File: config.mk
export PLATFORM = sky130hd
export DESIGN_NAME = ffdo_ram
export DESIGN_NICKNAME = d
export VERILOG_FILES = /design/src/rtl/ffdo_ram.sv
export SDC_FILE = /design/constraint.sdc
export NUM_CORES = 1
export LEC_CHECK = 0
export ABC_CLOCK_PERIOD_IN_PS = 1700
export BUFFER_PORTS_ARGS = -buffer_cell sky130_fd_sc_hd__clkbuf_2
export CAP_MARGIN = 25
export CORE_MARGIN = 1.5
export CORE_UTILIZATION = 40
export DETAILED_ROUTE_END_ITERATION = 10
export GPL_ROUTABILITY_DRIVEN = 0
export PLACE_DENSITY_LB_ADDON = 0.25
export REMOVE_ABC_BUFFERS = 1
export SETUP_SLACK_MARGIN = 0.05
export SYNTH_ARGS = -nofsm -noshare
export SYNTH_HDL_FRONTEND = slang
export SYNTH_SLANG_ARGS = --single-unit
export TNS_END_PERCENT = 5
File: constraint.sdc
create_clock -name clk_i -period 1.7 [get_ports clk_i]
set_input_delay 0.255 -clock clk_i [delete_from_list [all_inputs] [get_ports clk_i]]
set_output_delay 0.255 -clock clk_i [all_outputs]
set_load 0.1 [all_outputs]
File: src/rtl/ffdo_ram.sv
module ffdo_ram #(
  parameter int Width = 8,
  parameter int Depth = 16
) (
  input  logic                     clk_i,
  input  logic                     we_i,
  input  logic [$clog2(Depth)-1:0] waddr_i,
  input  logic [Width-1:0]         wdata_i,
  input  logic                     re_i,
  input  logic [$clog2(Depth)-1:0] raddr_i,
  output logic [Width-1:0]         rdata_o
);

  logic [Width-1:0] mem_q [Depth];
  logic [Width-1:0] rdata_q;

  always_ff @(posedge clk_i) begin
    if (we_i) begin
      mem_q[waddr_i] <= wdata_i;
    end
    if (re_i) begin
      rdata_q <= mem_q[raddr_i];
    end
  end

  assign rdata_o = rdata_q;

endmodule

* After elaboration in Yosys (flattened, before gate mapping)
Memories as Yosys holds them, arrays and structs flattened. A register that Yosys moved wholly into a read port is not among the register bits.
Index checks and enable logic that the tools add are counted.
** Word-level totals
- Memories :: 1
- Register bits after elaboration :: 0
- Logic and storage cells :: 3
- Memory bits (writable) :: 128
** Cells by class
- Muxes and demuxes :: 2
** Memory list
- mem_q :: depth 16, bits a word 8, rd ports 1, clocked after Yosys merged registers in 1, wr ports 1, RTL line 14 : logic [Width-1:0] mem_q [Depth];
** Operators with widths (number)
- $mux W1 :: 2

* Longest topological paths before layout
Gate-level depths: netlist of run 1.
- Depth after elaboration :: 2
- Gate-level depth with buffers :: 5
- Mapped depth without buffers :: 3

* Least setup slack after synthesis of run 1
No wires, ideal clock.
- Kind :: input to register
- Start point :: input waddr_i[2]
- End point :: memory mem_q[0][0], enable pin
- Required time :: 1317 ps
- Cell stages on the path :: 2
- Library setup time :: 383 ps
- Path slack :: -48 ps
- Path buffers :: 0
- Arrival :: 1365 ps
- Cell sequence :: or3b_2 -> nor3_1
** RTL lines
- from (decl) :: RTL line 7 : input logic [$clog2(Depth)-1:0] waddr_i,
- to (decl) :: RTL line 14
No word-level cell before the write port.

==> qor.csv, run 1 <==
stage;metric;value;unit
power_and_ir_drop;pwr/cell area;1292;mW/mm^2
grt;GRT Overall Usage;16.14;%
worst_setup_path;Crit path largest cell delay;0.52;ns
placed_design;Post-DP Area;0.005724;mm^2
timing;Max Clk Rate;652.6;MHz
grt;initial antenna violation count;0;
timing;final setup fails;0;
power_and_ir_drop;total power;8.237;mW
timing;Final Max Tran Viols;0;
clock_network;worst skew pair latency;0.41;ns
synth;Main synth FF type;edfxtp_1;
layout;Non-Filler Instances;474;
grt;GR peak layer;met2;
worst_setup_path;startpoint types;flop;
layout;ant diodes;0;
power_and_ir_drop;worst vdd ir;0.6775;mV
worst_setup_path;slowest stage cell, crit path;mux4_1;
floorplanning;io pins;27;
clock_network;# Post-CTS Setup Buffers;0;
drt;initial drt markers;182;
grt;GR Layer Usage met3;3.940;%
worst_setup_path;CP Buf/Inv Count;1;
synth;synthesized area per cell;22.83;um^2
layout;Layout Utilization;50.31;%
timing;Max Clock Skew;0.006854;ns
run_status;status;finished, final reports clean;
grt;GRT met2 Usage;25.66;%
synth;Synth top cells by count;136 x edfxtp_1, 18 x mux4_2, 16 x a22oi_1, 14 x mux4_1, 13 x nor2_1;
layout;finished layout cell area;0.006375;mm^2
floorplanning;FP Rows;41;
grt;largest net degree at the start of global routing;22;
timing;Final Critical Period;1.532;ns
synth;EDFF count, synth;136;
power_and_ir_drop;leak pwr;2.169;nW
layout;Layout area overhead;21.95;%
run;number of max-cap violations;0;
timing;max_slew headroom;36.83;%
clock_network;clock sinks;136;
synth;Ys Warns;0;
synth;register area share after synthesis;78.12;%
clock_network;PostCTS Resize Cnt;0;
layout;share of cells above drive strength 1;33.77;%
floorplanning;Core Region;0.01267;mm^2
clock_network;Root Driver;clkbuf_16;
placed_design;Inst Count DP;442;
timing;RSZ-0062 raised after global routing;false;
grt;vias in the first global route;2591;
synth;Synth cell types;18;
synth;top cells by area, synth;edfxtp_1 78%, mux4_2 7.8%, mux4_1 7.0%;
drt;final WL;10.46;mm
synth;async set-reset flop share out of synthesis;0;%
timing;final worst-path cycle share;90.14;%
worst_setup_path;worst r2r src;mem_q[0][2]$_DFFE_PP_;
layout;Net count, final;308;
drt;vias post-DR;2522;
synth;area share of the largest cell type after synthesis;78.12;%
worst_setup_path;CP top delay family;multiplexers;
grt;GR Overflow Total;0;
clock_network;CTS tree;done;
drt;DR vias/cell;5.321;
synth;post-synthesis register bit count;136;
worst_setup_path;FF-to-FF End;rdata_o[2]$_DFFE_PP_;
drt;router iterations before antenna repair;4;
drt;routed wire length per instance;22.06;um
timing;Hold Vio Cnt, Final;0;
synth;Cells after Synth;229;
floorplanning;Die Width;117.3;um
clock_network;# hold bufs at CTS;0;
drt;Routed Antenna Nets;0;
worst_setup_path;critical path required time;1.85;ns
hold_path;Hold Crit Start;re_i;
synth;cell taking the most area after synthesis;edfxtp_1;
placed_design;dpl hpwl;6.636;mm
timing;Slew @ Worst Pin;0.9441;ns
worst_setup_path;Worst Reg-to-Reg Cells;4;
clock_network;clock slew at reported path FFs;0.06;ns
clock_network;CTS max path bufs;2;
synth;top-count cell post-synth;edfxtp_1;
clock_network;H-Tree Depth;4;
worst_setup_path;Worst Path Max Fanout;1;
grt;global-route wire length before repair;15.57;mm
hold_path;Hold Path Sink;rdata_o[0]$_DFFE_PP_;
floorplanning;initial core utilization;41.26;%
drt;drt drc;0;
grt;met1 Use GR;21.30;%
worst_setup_path;Register-to-Register Setup Slack;0.17;ns
clock_network;TritonCTS Buffers;17;
worst_setup_path;worst setup path class;flop to flop;
floorplanning;Die Y;117.3;um
synth;Mapped Area;0.005228;mm^2
worst_setup_path;crit path cell chain;mux4_1 -> a22oi_1 -> buf_4 -> nand2_1;
floorplanning;full die area;0.01376;mm^2
placed_design;port bufs;26;
timing;hold_ws;0.2287;ns
worst_setup_path;critical path arrival;1.69;ns
worst_setup_path;Critical Path End Type;flop;
hold_path;Hold/Removal Path Class;primary input to flop;
hold_path;Worst Hold Depth;1;
-- through the flow --
| step | setup slack (ns) | setup TNS, ns |
|---|---|---|
| floorplan | -0.04787 | -0.3830 |
| global placement | -0.1548 | -0.6071 |
| detailed placement | -0.1608 | -0.8042 |
| CTS | 0.1746 | 0 |
| global route | 0.09463 | 0 |
| finish | 0.1677 | 0 |
-- worst reg2reg max path, cell delays in order, from the launching register on --
cell	delay (ns)
edfxtp_1	0.36
mux4_1	0.52
a22oi_1	0.21
buf_4	0.15
nand2_1	0.04
-- cells by family (layout without fill, tap and decap cells) --
kind of cell	Yosys count	count (layout)	synth area share [%]
flops	136	136	78.12
simple gates	35	35	3.136
mux	32	32	14.79
compound gates	16	16	2.298
buf+inv	10	83	1.651
-- power by group --
part	total [mW]	internal (mW)	switching [mW]
combinational	0.480	0.161	0.318
sequential	3.80	3.78	0.0188
clock	3.96	2.61	1.35
total	8.24	6.55	1.69
-- flip-flops by register name (all words and copies together), names as in the netlist --
signal   count
mem_q      128
rdata_o      8
-- layout make-up --
type / instances / area [um^2]
clock buffer: 17 / 425.4
clock inverter: 15 / 225.2
fill: 1024 / 6296
multi-input combinational: 83 / 1057
sequential: 136 / 4084
tap: 172 / 215.2
timing repair buffer: 51 / 367.9
-- metal layers --
layer | vias up | wire length [um]
met5 | - | 0
met4 | 0 | 191
met3 | 16 | 476
met2 | 75 | 5122
met1 | 1326 | 4667
li1 | 1105 | -
-- placed cells by master (no fill, tap or decap) --
cell | netlist | routed
nand2_1 | 9 | 9
clkinv_2 | 0 | 2
nand3_1 | 1 | 1
edfxtp_1 | 136 | 136
clkbuf_16 | 0 | 17
buf_4 | 1 | 21
nand2b_1 | 2 | 2
nor2b_1 | 1 | 1
bufinv_16 | 0 | 5
buf_12 | 0 | 4
nand3b_1 | 2 | 2
mux4_2 | 18 | 18
and2b_1 | 1 | 1
and2_1 | 1 | 1
or3b_2 | 1 | 1
mux4_1 | 14 | 14
nor3_1 | 4 | 4
clkinv_4 | 0 | 2
clkbuf_2 | 0 | 26
nor2_1 | 13 | 13
clkinvlp_4 | 0 | 4
a22oi_1 | 16 | 16
inv_6 | 0 | 2
-- worst max path at each step --
stage	to	from	cells past startpoint
2_1_floorplan	mem_q[0][0]$_DFFE_PP_	waddr_i[2]	2
3_3_place_gp	rdata_o[2]$_DFFE_PP_	raddr_i[0]	5
3_5_place_dp	rdata_o[0]$_DFFE_PP_	raddr_i[0]	5
4_1_cts	rdata_o[2]$_DFFE_PP_	mem_q[0][2]$_DFFE_PP_	4
5_1_grt	rdata_o[2]$_DFFE_PP_	mem_q[3][2]$_DFFE_PP_	4
6_report	rdata_o[2]$_DFFE_PP_	mem_q[0][2]$_DFFE_PP_	4
Note: power is estimated with default switching activity, not from simulation.
==> inputs of run 2 (changes only) <==
--- a/config.mk
+++ b/config.mk
@@ -5,13 +5,12 @@
 export SDC_FILE = /design/constraint.sdc
 export NUM_CORES = 1
 export LEC_CHECK = 0
-export ABC_CLOCK_PERIOD_IN_PS = 1700
+export ABC_CLOCK_PERIOD_IN_PS = 1250
 export BUFFER_PORTS_ARGS = -buffer_cell sky130_fd_sc_hd__clkbuf_2
 export CAP_MARGIN = 25
 export CORE_MARGIN = 1.5
 export CORE_UTILIZATION = 40
 export DETAILED_ROUTE_END_ITERATION = 10
-export GPL_ROUTABILITY_DRIVEN = 0
 export PLACE_DENSITY_LB_ADDON = 0.25
 export REMOVE_ABC_BUFFERS = 1
 export SETUP_SLACK_MARGIN = 0.05
==> constraint.sdc (replaced) <==
create_clock -name clk_i -period 1.25 [get_ports clk_i]
set_input_delay 0.1875 -clock clk_i [delete_from_list [all_inputs] [get_ports clk_i]]
set_output_delay 0.1875 -clock clk_i [all_outputs]
set_load 0.1 [all_outputs]
==> qor.csv, run 2 (synthesis gave the netlist of run 1 again) <==
stage;metric;value;unit;change
placed_design;pre-CTS WS;-0.5671;ns;-0.4063 ns
placed_design;dpl hpwl;6.761;mm;+1.9%
clock_network;H-Tree Depth;4;;unchanged
clock_network;clock sinks;136;;unchanged
layout;Net count, final;319;;+3.6%
drt;Routed Antenna Nets;0;;unchanged
timing;final worst-path cycle share;118.4;%;+28 points
drt;drt drc;0;;unchanged
layout;ant diodes;0;;unchanged
floorplanning;full die area;0.01376;mm^2;unchanged
power_and_ir_drop;pwr/cell area;1619;mW/mm^2;+25%
layout;Non-Filler Instances;485;;+2.3%
clock_network;CTS max path bufs;2;;unchanged
timing;worst setup margin;-0.2306;ns;-0.3983 ns
placed_design;port bufs;26;;unchanged
timing;final setup fails;9;;+9
grt;largest net degree at the start of global routing;17;;-23%
floorplanning;Die Y;117.3;um;unchanged
timing;Max Clk Rate;675.4;MHz;+3.5%
worst_setup_path;worst setup path class;flop to flop;;
drt;routed wire length per instance;21.18;um;-4.0%
grt;vias in the first global route;2703;;+4.3%
layout;FILL cells;1025;;+0.098%
power_and_ir_drop;total power;10.53;mW;+28%
timing;RSZ-0062 raised after global routing;true;;
power_and_ir_drop;leak pwr;2.199;nW;+1.4%
clock_network;# hold bufs at CTS;0;;unchanged
clock_network;TritonCTS Buffers;17;;unchanged
worst_setup_path;Worst Path Max Fanout;1;;unchanged
clock_network;Root Driver;clkbuf_16;;
drt;final WL;10.27;mm;-1.8%
clock_network;CTS tree;done;;
timing;max_slew headroom;39.48;%;+2.7 points
clock_network;worst skew pair latency;0.41;ns;about the same
drt;vias post-DR;2483;;-1.5%
clock_network;clock slew at reported path FFs;0.06;ns;about the same
timing;Final Max Tran Viols;0;;unchanged
worst_setup_path;startpoint types;flop;;
timing;Max Clock Skew;0.01491;ns;+0.008059 ns
layout;commonest non-fill, non-tap cell in the layout;edfxtp_1;;
run;number of max-cap violations;0;;unchanged
drt;router iterations before antenna repair;4;;unchanged
layout;Layout area overhead;24.46;%;
grt;GR Overflow Total;0;;unchanged
floorplanning;FP Rows;41;;unchanged
drt;DR vias/cell;5.120;;-3.8%
worst_setup_path;critical path arrival;1.64;ns;-0.05 ns
floorplanning;Core Region;0.01267;mm^2;unchanged
timing;Slew @ Worst Pin;0.9045;ns;-0.03964 ns
placed_design;routability cong.;0.6910;;
layout;most frequent cells in the layout;136 x edfxtp_1, 29 x buf_4, 25 x mux4_2;;
timing;Hold Vio Cnt, Final;0;;unchanged
floorplanning;Die Width;117.3;um;unchanged
hold_path;Hold/Removal Path Class;primary input to flop;;
layout;max reg flops;128;;unchanged
timing;Final Critical Period;1.481;ns;-0.05172 ns
grt;global-route wire length before repair;15.97;mm;+2.6%
grt;initial antenna violation count;0;;unchanged
power_and_ir_drop;worst vdd ir;0.7000;mV;+3.3%
drt;initial drt markers;178;;-2.2%
run_status;status;complete, but fails checks;;
floorplanning;initial core utilization;41.26;%;unchanged
floorplanning;io pins;27;;unchanged
grt;GRT Overall Usage;16.35;%;+0.21 points
layout;Most flops, register;mem_q;;
clock_network;# Post-CTS Setup Buffers;0;;unchanged
layout;share of cells above drive strength 1;39.30;%;+5.5 points
worst_setup_path;Register-to-Register Setup Slack;-0.23;ns;-0.40 ns
worst_setup_path;critical path required time;1.41;ns;-0.44 ns
placed_design;Inst Count DP;453;;+2.5%
run_status;failing checks;negative setup slack;;
worst_setup_path;Critical Path End Type;flop;;
-- run 2: power by group --
part / switching [mW] / internal (mW) / total (mW)
sequential: 0.0391 / 5.14 / 5.18
clock: 1.87 / 2.73 / 4.59
combinational: 0.435 / 0.325 / 0.761
-- run 2: per-layer routing --
layer | vias to the layer above | routed length (um) | global-route usage, %
met2 | 59 | 5033 | 24.41
li1 | 1116 | - | -
met3 | 6 | 497 | 4.037
met4 | 0 | 119 | 8.410
met1 | 1302 | 4619 | 22.43
met5 | - | 0 | 0
-- run 2: path summary, 6_finish.rpt --
path	from	end	depth (start not counted)
worst max-delay path	mem_q[0][2]$_DFFE_PP_	rdata_o[2]$_DFFE_PP_	4
worst min-delay path	wdata_i[0]	mem_q[13][0]$_DFFE_PP_	1
worst max register to register	mem_q[0][2]$_DFFE_PP_	rdata_o[2]$_DFFE_PP_	4
worst min register to register	mem_q[6][5]$_DFFE_PP_	rdata_o[5]$_DFFE_PP_	3
-- run 2: repair_timing --
action                                  in CTS  in global routing
pin swaps                                    1                  1
cloned                                       0                  0
resized for setup                            8                  2
endpoints found under the setup margin      16                 16
-- run 2: worst max-delay path, cell delays in order, from the launching register on --
cell and delay, ns:
edfxtp_1 0.37, mux4_2 0.47, a22oi_2 0.20, buf_4 0.15, nand2_2 0.04
-- run 2: stage by stage --
| stage | area [um^2] | util (%) | hold WS, ns | setup TNS [ns] |
|---|---|---|---|---|
| floorplan | 5141 | - | 0.2864 | -10.90 |
| global placement | 5964 | 47.07 | 0.5874 | -11.66 |
| detailed placement | 5964 | 47.07 | 0.6125 | -13.38 |
| CTS | 6505 | 51.34 | 0.1806 | -1.452 |
| global route | 6506 | 51.35 | 0.2012 | -1.985 |
| finish | 6506 | 51.35 | 0.1784 | -1.294 |
-- run 2: final cells by class --
| cell class | instances | area (um^2) | share of cell area, % |
|---|---|---|---|
| multi-input combinational | 83 | 1044 | 16.04 |
| tap | 172 | 215.2 | 3.308 |
| clock inverter | 15 | 130.1 | 2.000 |
| sequential | 136 | 4084 | 62.77 |
| timing repair buffer | 62 | 608.1 | 9.346 |
| clock buffer | 17 | 425.4 | 6.538 |
==> inputs of run 3 (changes only) <==
--- a/config.mk
+++ b/config.mk
@@ -5,11 +5,12 @@
 export SDC_FILE = /design/constraint.sdc
 export NUM_CORES = 1
 export LEC_CHECK = 0
+export ABC_AREA = 1
 export ABC_CLOCK_PERIOD_IN_PS = 1250
 export BUFFER_PORTS_ARGS = -buffer_cell sky130_fd_sc_hd__clkbuf_2
 export CAP_MARGIN = 25
 export CORE_MARGIN = 1.5
-export CORE_UTILIZATION = 40
+export CORE_UTILIZATION = 25
 export DETAILED_ROUTE_END_ITERATION = 10
 export PLACE_DENSITY_LB_ADDON = 0.25
 export REMOVE_ABC_BUFFERS = 1
==> qor.csv, run 3 <==
stage;metric;value;unit;change
hold_path;Worst Hold Depth;1;;unchanged
floorplanning;Die Y;155.9;um;+33%
clock_network;# hold bufs at CTS;0;;unchanged
timing;final setup fails;1;;-8
floorplanning;FP Rows;55;;+34%
timing;Final Critical Period;1.291;ns;-0.1895 ns
hold_path;Hold Path Sink;rdata_o[5]$_DFFE_PP_;;
timing;final worst-path cycle share;103.3;%;-15 points
timing;worst setup margin;-0.04114;ns;+0.1895 ns
synth;register area share after synthesis;69.85;%;-8.3 points
synth;async set-reset flop share out of synthesis;0;%;unchanged
timing;Post-Route Setup TNS;-0.04114;ns;+1.253 ns
layout;finished layout cell area;0.007129;mm^2;+9.6%
grt;global-route wire length before repair;22.79;mm;+43%
placed_design;routability cong.;0.7813;;+13%
timing;Final Max Tran Viols;0;;unchanged
layout;Net count, final;618;;+94%
worst_setup_path;startpoint types;flop;;
synth;synthesized area per cell;10.61;um^2;-54%
clock_network;H-Tree Depth;4;;unchanged
placed_design;dpl hpwl;9.274;mm;+37%
worst_setup_path;Crit path largest cell delay;0.48;ns;about the same
layout;max reg flops;128;;unchanged
worst_setup_path;worst r2r src;mem_q[7][5]$_DFFE_PP_;;
worst_setup_path;WP depth;1;;-3
power_and_ir_drop;pwr/cell area;1459;mW/mm^2;-9.8%
drt;drt drc;0;;unchanged
synth;area share of the largest cell type after synthesis;69.85;%;-8.3 points
clock_network;worst skew pair latency;0.41;ns;about the same
worst_setup_path;critical path required time;1.06;ns;-0.35 ns
layout;ant diodes;0;;unchanged
timing;max_slew headroom;54.66;%;+15 points
timing;Max Clk Rate;774.5;MHz;+15%
timing;Slew @ Worst Pin;0.6791;ns;-0.2254 ns
synth;top-count cell post-synth;nand2_1;;
placed_design;Post-DP Area;0.006588;mm^2;+10%
drt;final WL;14.57;mm;+42%
worst_setup_path;FF-to-FF End;rdata_o[5]$_DFFE_PP_;;
clock_network;CTS tree;done;;
worst_setup_path;crit path cell chain;buf_12;;
drt;vias post-DR;3884;;+56%
power_and_ir_drop;sw frac;22.51;%;+0.29 points
synth;Synth top cells by count;173 x nand2_1, 136 x edfxtp_1, 100 x inv_1, 97 x nand3_1, 17 x nor2_1;;
layout;share of cells above drive strength 1;13.98;%;-25 points
power_and_ir_drop;Gate power share;8.6;%;+1.4 points
worst_setup_path;Worst Reg-to-Reg Cells;6;;+2
layout;commonest non-fill, non-tap cell in the layout;nand2_1;;
floorplanning;Core Region;0.02278;mm^2;+80%
power_and_ir_drop;leak pwr;3.003;nW;+37%
layout;most frequent cells in the layout;173 x nand2_1, 136 x edfxtp_1, 100 x inv_1;;
hold_path;Hold/Removal Path Class;primary input to flop;;
power_and_ir_drop;worst vdd ir;0.4918;mV;-30%
run_status;failing checks;negative setup slack;;
synth;Mapped Area;0.005847;mm^2;+12%
synth;cell taking the most area after synthesis;edfxtp_1;;
layout;Layout area overhead;21.93;%;
worst_setup_path;Register-to-Register Setup Slack;0.13;ns;+0.36 ns
floorplanning;io pins;27;;unchanged
drt;router iterations before antenna repair;5;;+1
grt;GRT Overall Usage;12.91;%;-3.4 points
drt;DR vias/cell;4.217;;-18%
run_status;status;complete, but fails checks;;
floorplanning;Die Width;155.9;um;+33%
clock_network;TritonCTS Buffers;17;;unchanged
grt;vias in the first global route;3917;;+45%
synth;EDFF count, synth;136;;unchanged
synth;Main synth FF type;edfxtp_1;;
drt;routed wire length per instance;15.82;um;-25%
power_and_ir_drop;Seq pwr share;49.8;%;+0.6 points
grt;largest net degree at the start of global routing;34;;+17
floorplanning;full die area;0.02431;mm^2;+77%
power_and_ir_drop;Psw;2.342;mW;about the same
clock_network;clock sinks;136;;unchanged
layout;Most flops, register;mem_q;;
synth;top cells by area, synth;edfxtp_1 70%, nand2_1 11%, nand3_1 8.3%;;
clock_network;# Post-CTS Setup Buffers;0;;unchanged
timing;Max Clock Skew;0.005366;ns;-0.009547 ns
worst_setup_path;CP Buf/Inv Count;1;;unchanged
run;number of max-cap violations;0;;unchanged
power_and_ir_drop;Power Internal;8.062;mW;-1.6%
floorplanning;initial core utilization;25.67;%;-16 points
grt;initial antenna violation count;0;;unchanged
placed_design;port bufs;26;;unchanged
grt;GR Overflow Total;0;;unchanged
clock_network;CTS max path bufs;2;;unchanged
clock_network;clock slew at reported path FFs;0.05;ns;about the same
worst_setup_path;slowest stage cell, crit path;edfxtp_1;;
synth;Synth cell types;11;;-7
timing;Hold Vio Cnt, Final;0;;unchanged
clock_network;Root Driver;clkbuf_16;;
hold_path;Hold Crit Start;re_i;;
synth;Cells after Synth;551;;+140%
synth;Ys Warns;0;;unchanged
timing;RSZ-0062 raised after global routing;true;;
power_and_ir_drop;clock network power share;41.6;%;-2.0 points
worst_setup_path;worst setup path class;flop to output port;;
worst_setup_path;critical path arrival;1.10;ns;-0.54 ns
worst_setup_path;Worst Path Max Fanout;1;;unchanged
synth;post-synthesis register bit count;136;;unchanged
drt;initial drt markers;227;;+28%
worst_setup_path;CP top delay family;flip-flops;;
drt;Routed Antenna Nets;0;;unchanged
worst_setup_path;Critical Path End Type;output port;;
[run 3: cell types whose count changed after synthesis, sizes merged, moves of 4 or more]
cell,change
nand2,+164
inv,+102
nand3,+96
mux4,-32
buf,+17
a22oi,-16
nor2,+4
nor3,-4
[run 3: how the worst max path moves through the flow]
stage	to	slack, ns	startpoint
after floorplan	rdata_o[2]$_DFFE_PP_	-0.06	raddr_i[0]
after global placement	rdata_o[5]$_DFFE_PP_	-0.28	raddr_i[1]
after detailed placement	rdata_o[5]$_DFFE_PP_	-0.27	raddr_i[1]
after CTS	rdata_o[7]	-0.06	rdata_o[7]$_DFFE_PP_
after global routing	rdata_o[7]	-0.06	rdata_o[7]$_DFFE_PP_
final	rdata_o[7]	-0.04	rdata_o[7]$_DFFE_PP_
[run 3: per-stage QoR]
stage / power (mW) / utilization, % / hold WS, ns / cells / setup WS [ns]
floorplan: 5.691 / - / 0.2864 / 527 / -0.05811
global placement: 6.164 / 28.92 / 0.6133 / 893 / -0.2824
detailed placement: 6.170 / 28.92 / 0.6101 / 893 / -0.2719
CTS: 10.51 / 31.10 / 0.1693 / 921 / -0.05880
global route: 10.77 / 31.30 / 0.1849 / 921 / -0.06330
finish: 10.40 / 31.30 / 0.2063 / 921 / -0.04114
[run 3: cell families (layout without fill, tap and decap cells)]
family	Yosys count	after routing	synth area share, %
flip-flops	136	136	69.85
buffers and inverters	126	183	9.394
AND/OR/NAND/NOR	289	289	20.76
[run 3: area by class of cell]
type,instances,area (um^2)
clock buffers,20,436.7
clock inverters,8,60.06
fillers,2325,15650
inverters,102,382.9
multi-input cells,289,1259
flip-flops and latches,136,4084
well taps,313,391.6
repair buffers,53,515.5
[run 3: power groups by stage]
stage	clock [mW]	sequential [mW]	combinational, mW
final	4.32	5.18	0.896
after global placement	0	5.28	0.889
after CTS	4.43	5.18	0.896
after global routing	4.61	5.19	0.975
after detailed placement	0	5.28	0.892
after floorplan	0	5.42	0.276
[run 3: per-layer routing]
| layer | track usage [%] | part of all wire, % | vias to the layer above |
|---|---|---|---|
| li1 | - | - | 1876 |
| met1 | 17.46 | 49 | 1919 |
| met2 | 19.92 | 46 | 77 |
| met3 | 2.972 | 3.8 | 12 |
| met4 | 5.306 | 1.3 | 0 |
| met5 | 0 | 0 | - |
[run 3: what timing repair did]
action                                  in CTS  in global routing
pin swaps                                    0                  1
endpoints found under the setup margin       8                 13
resized for setup                            0                  9
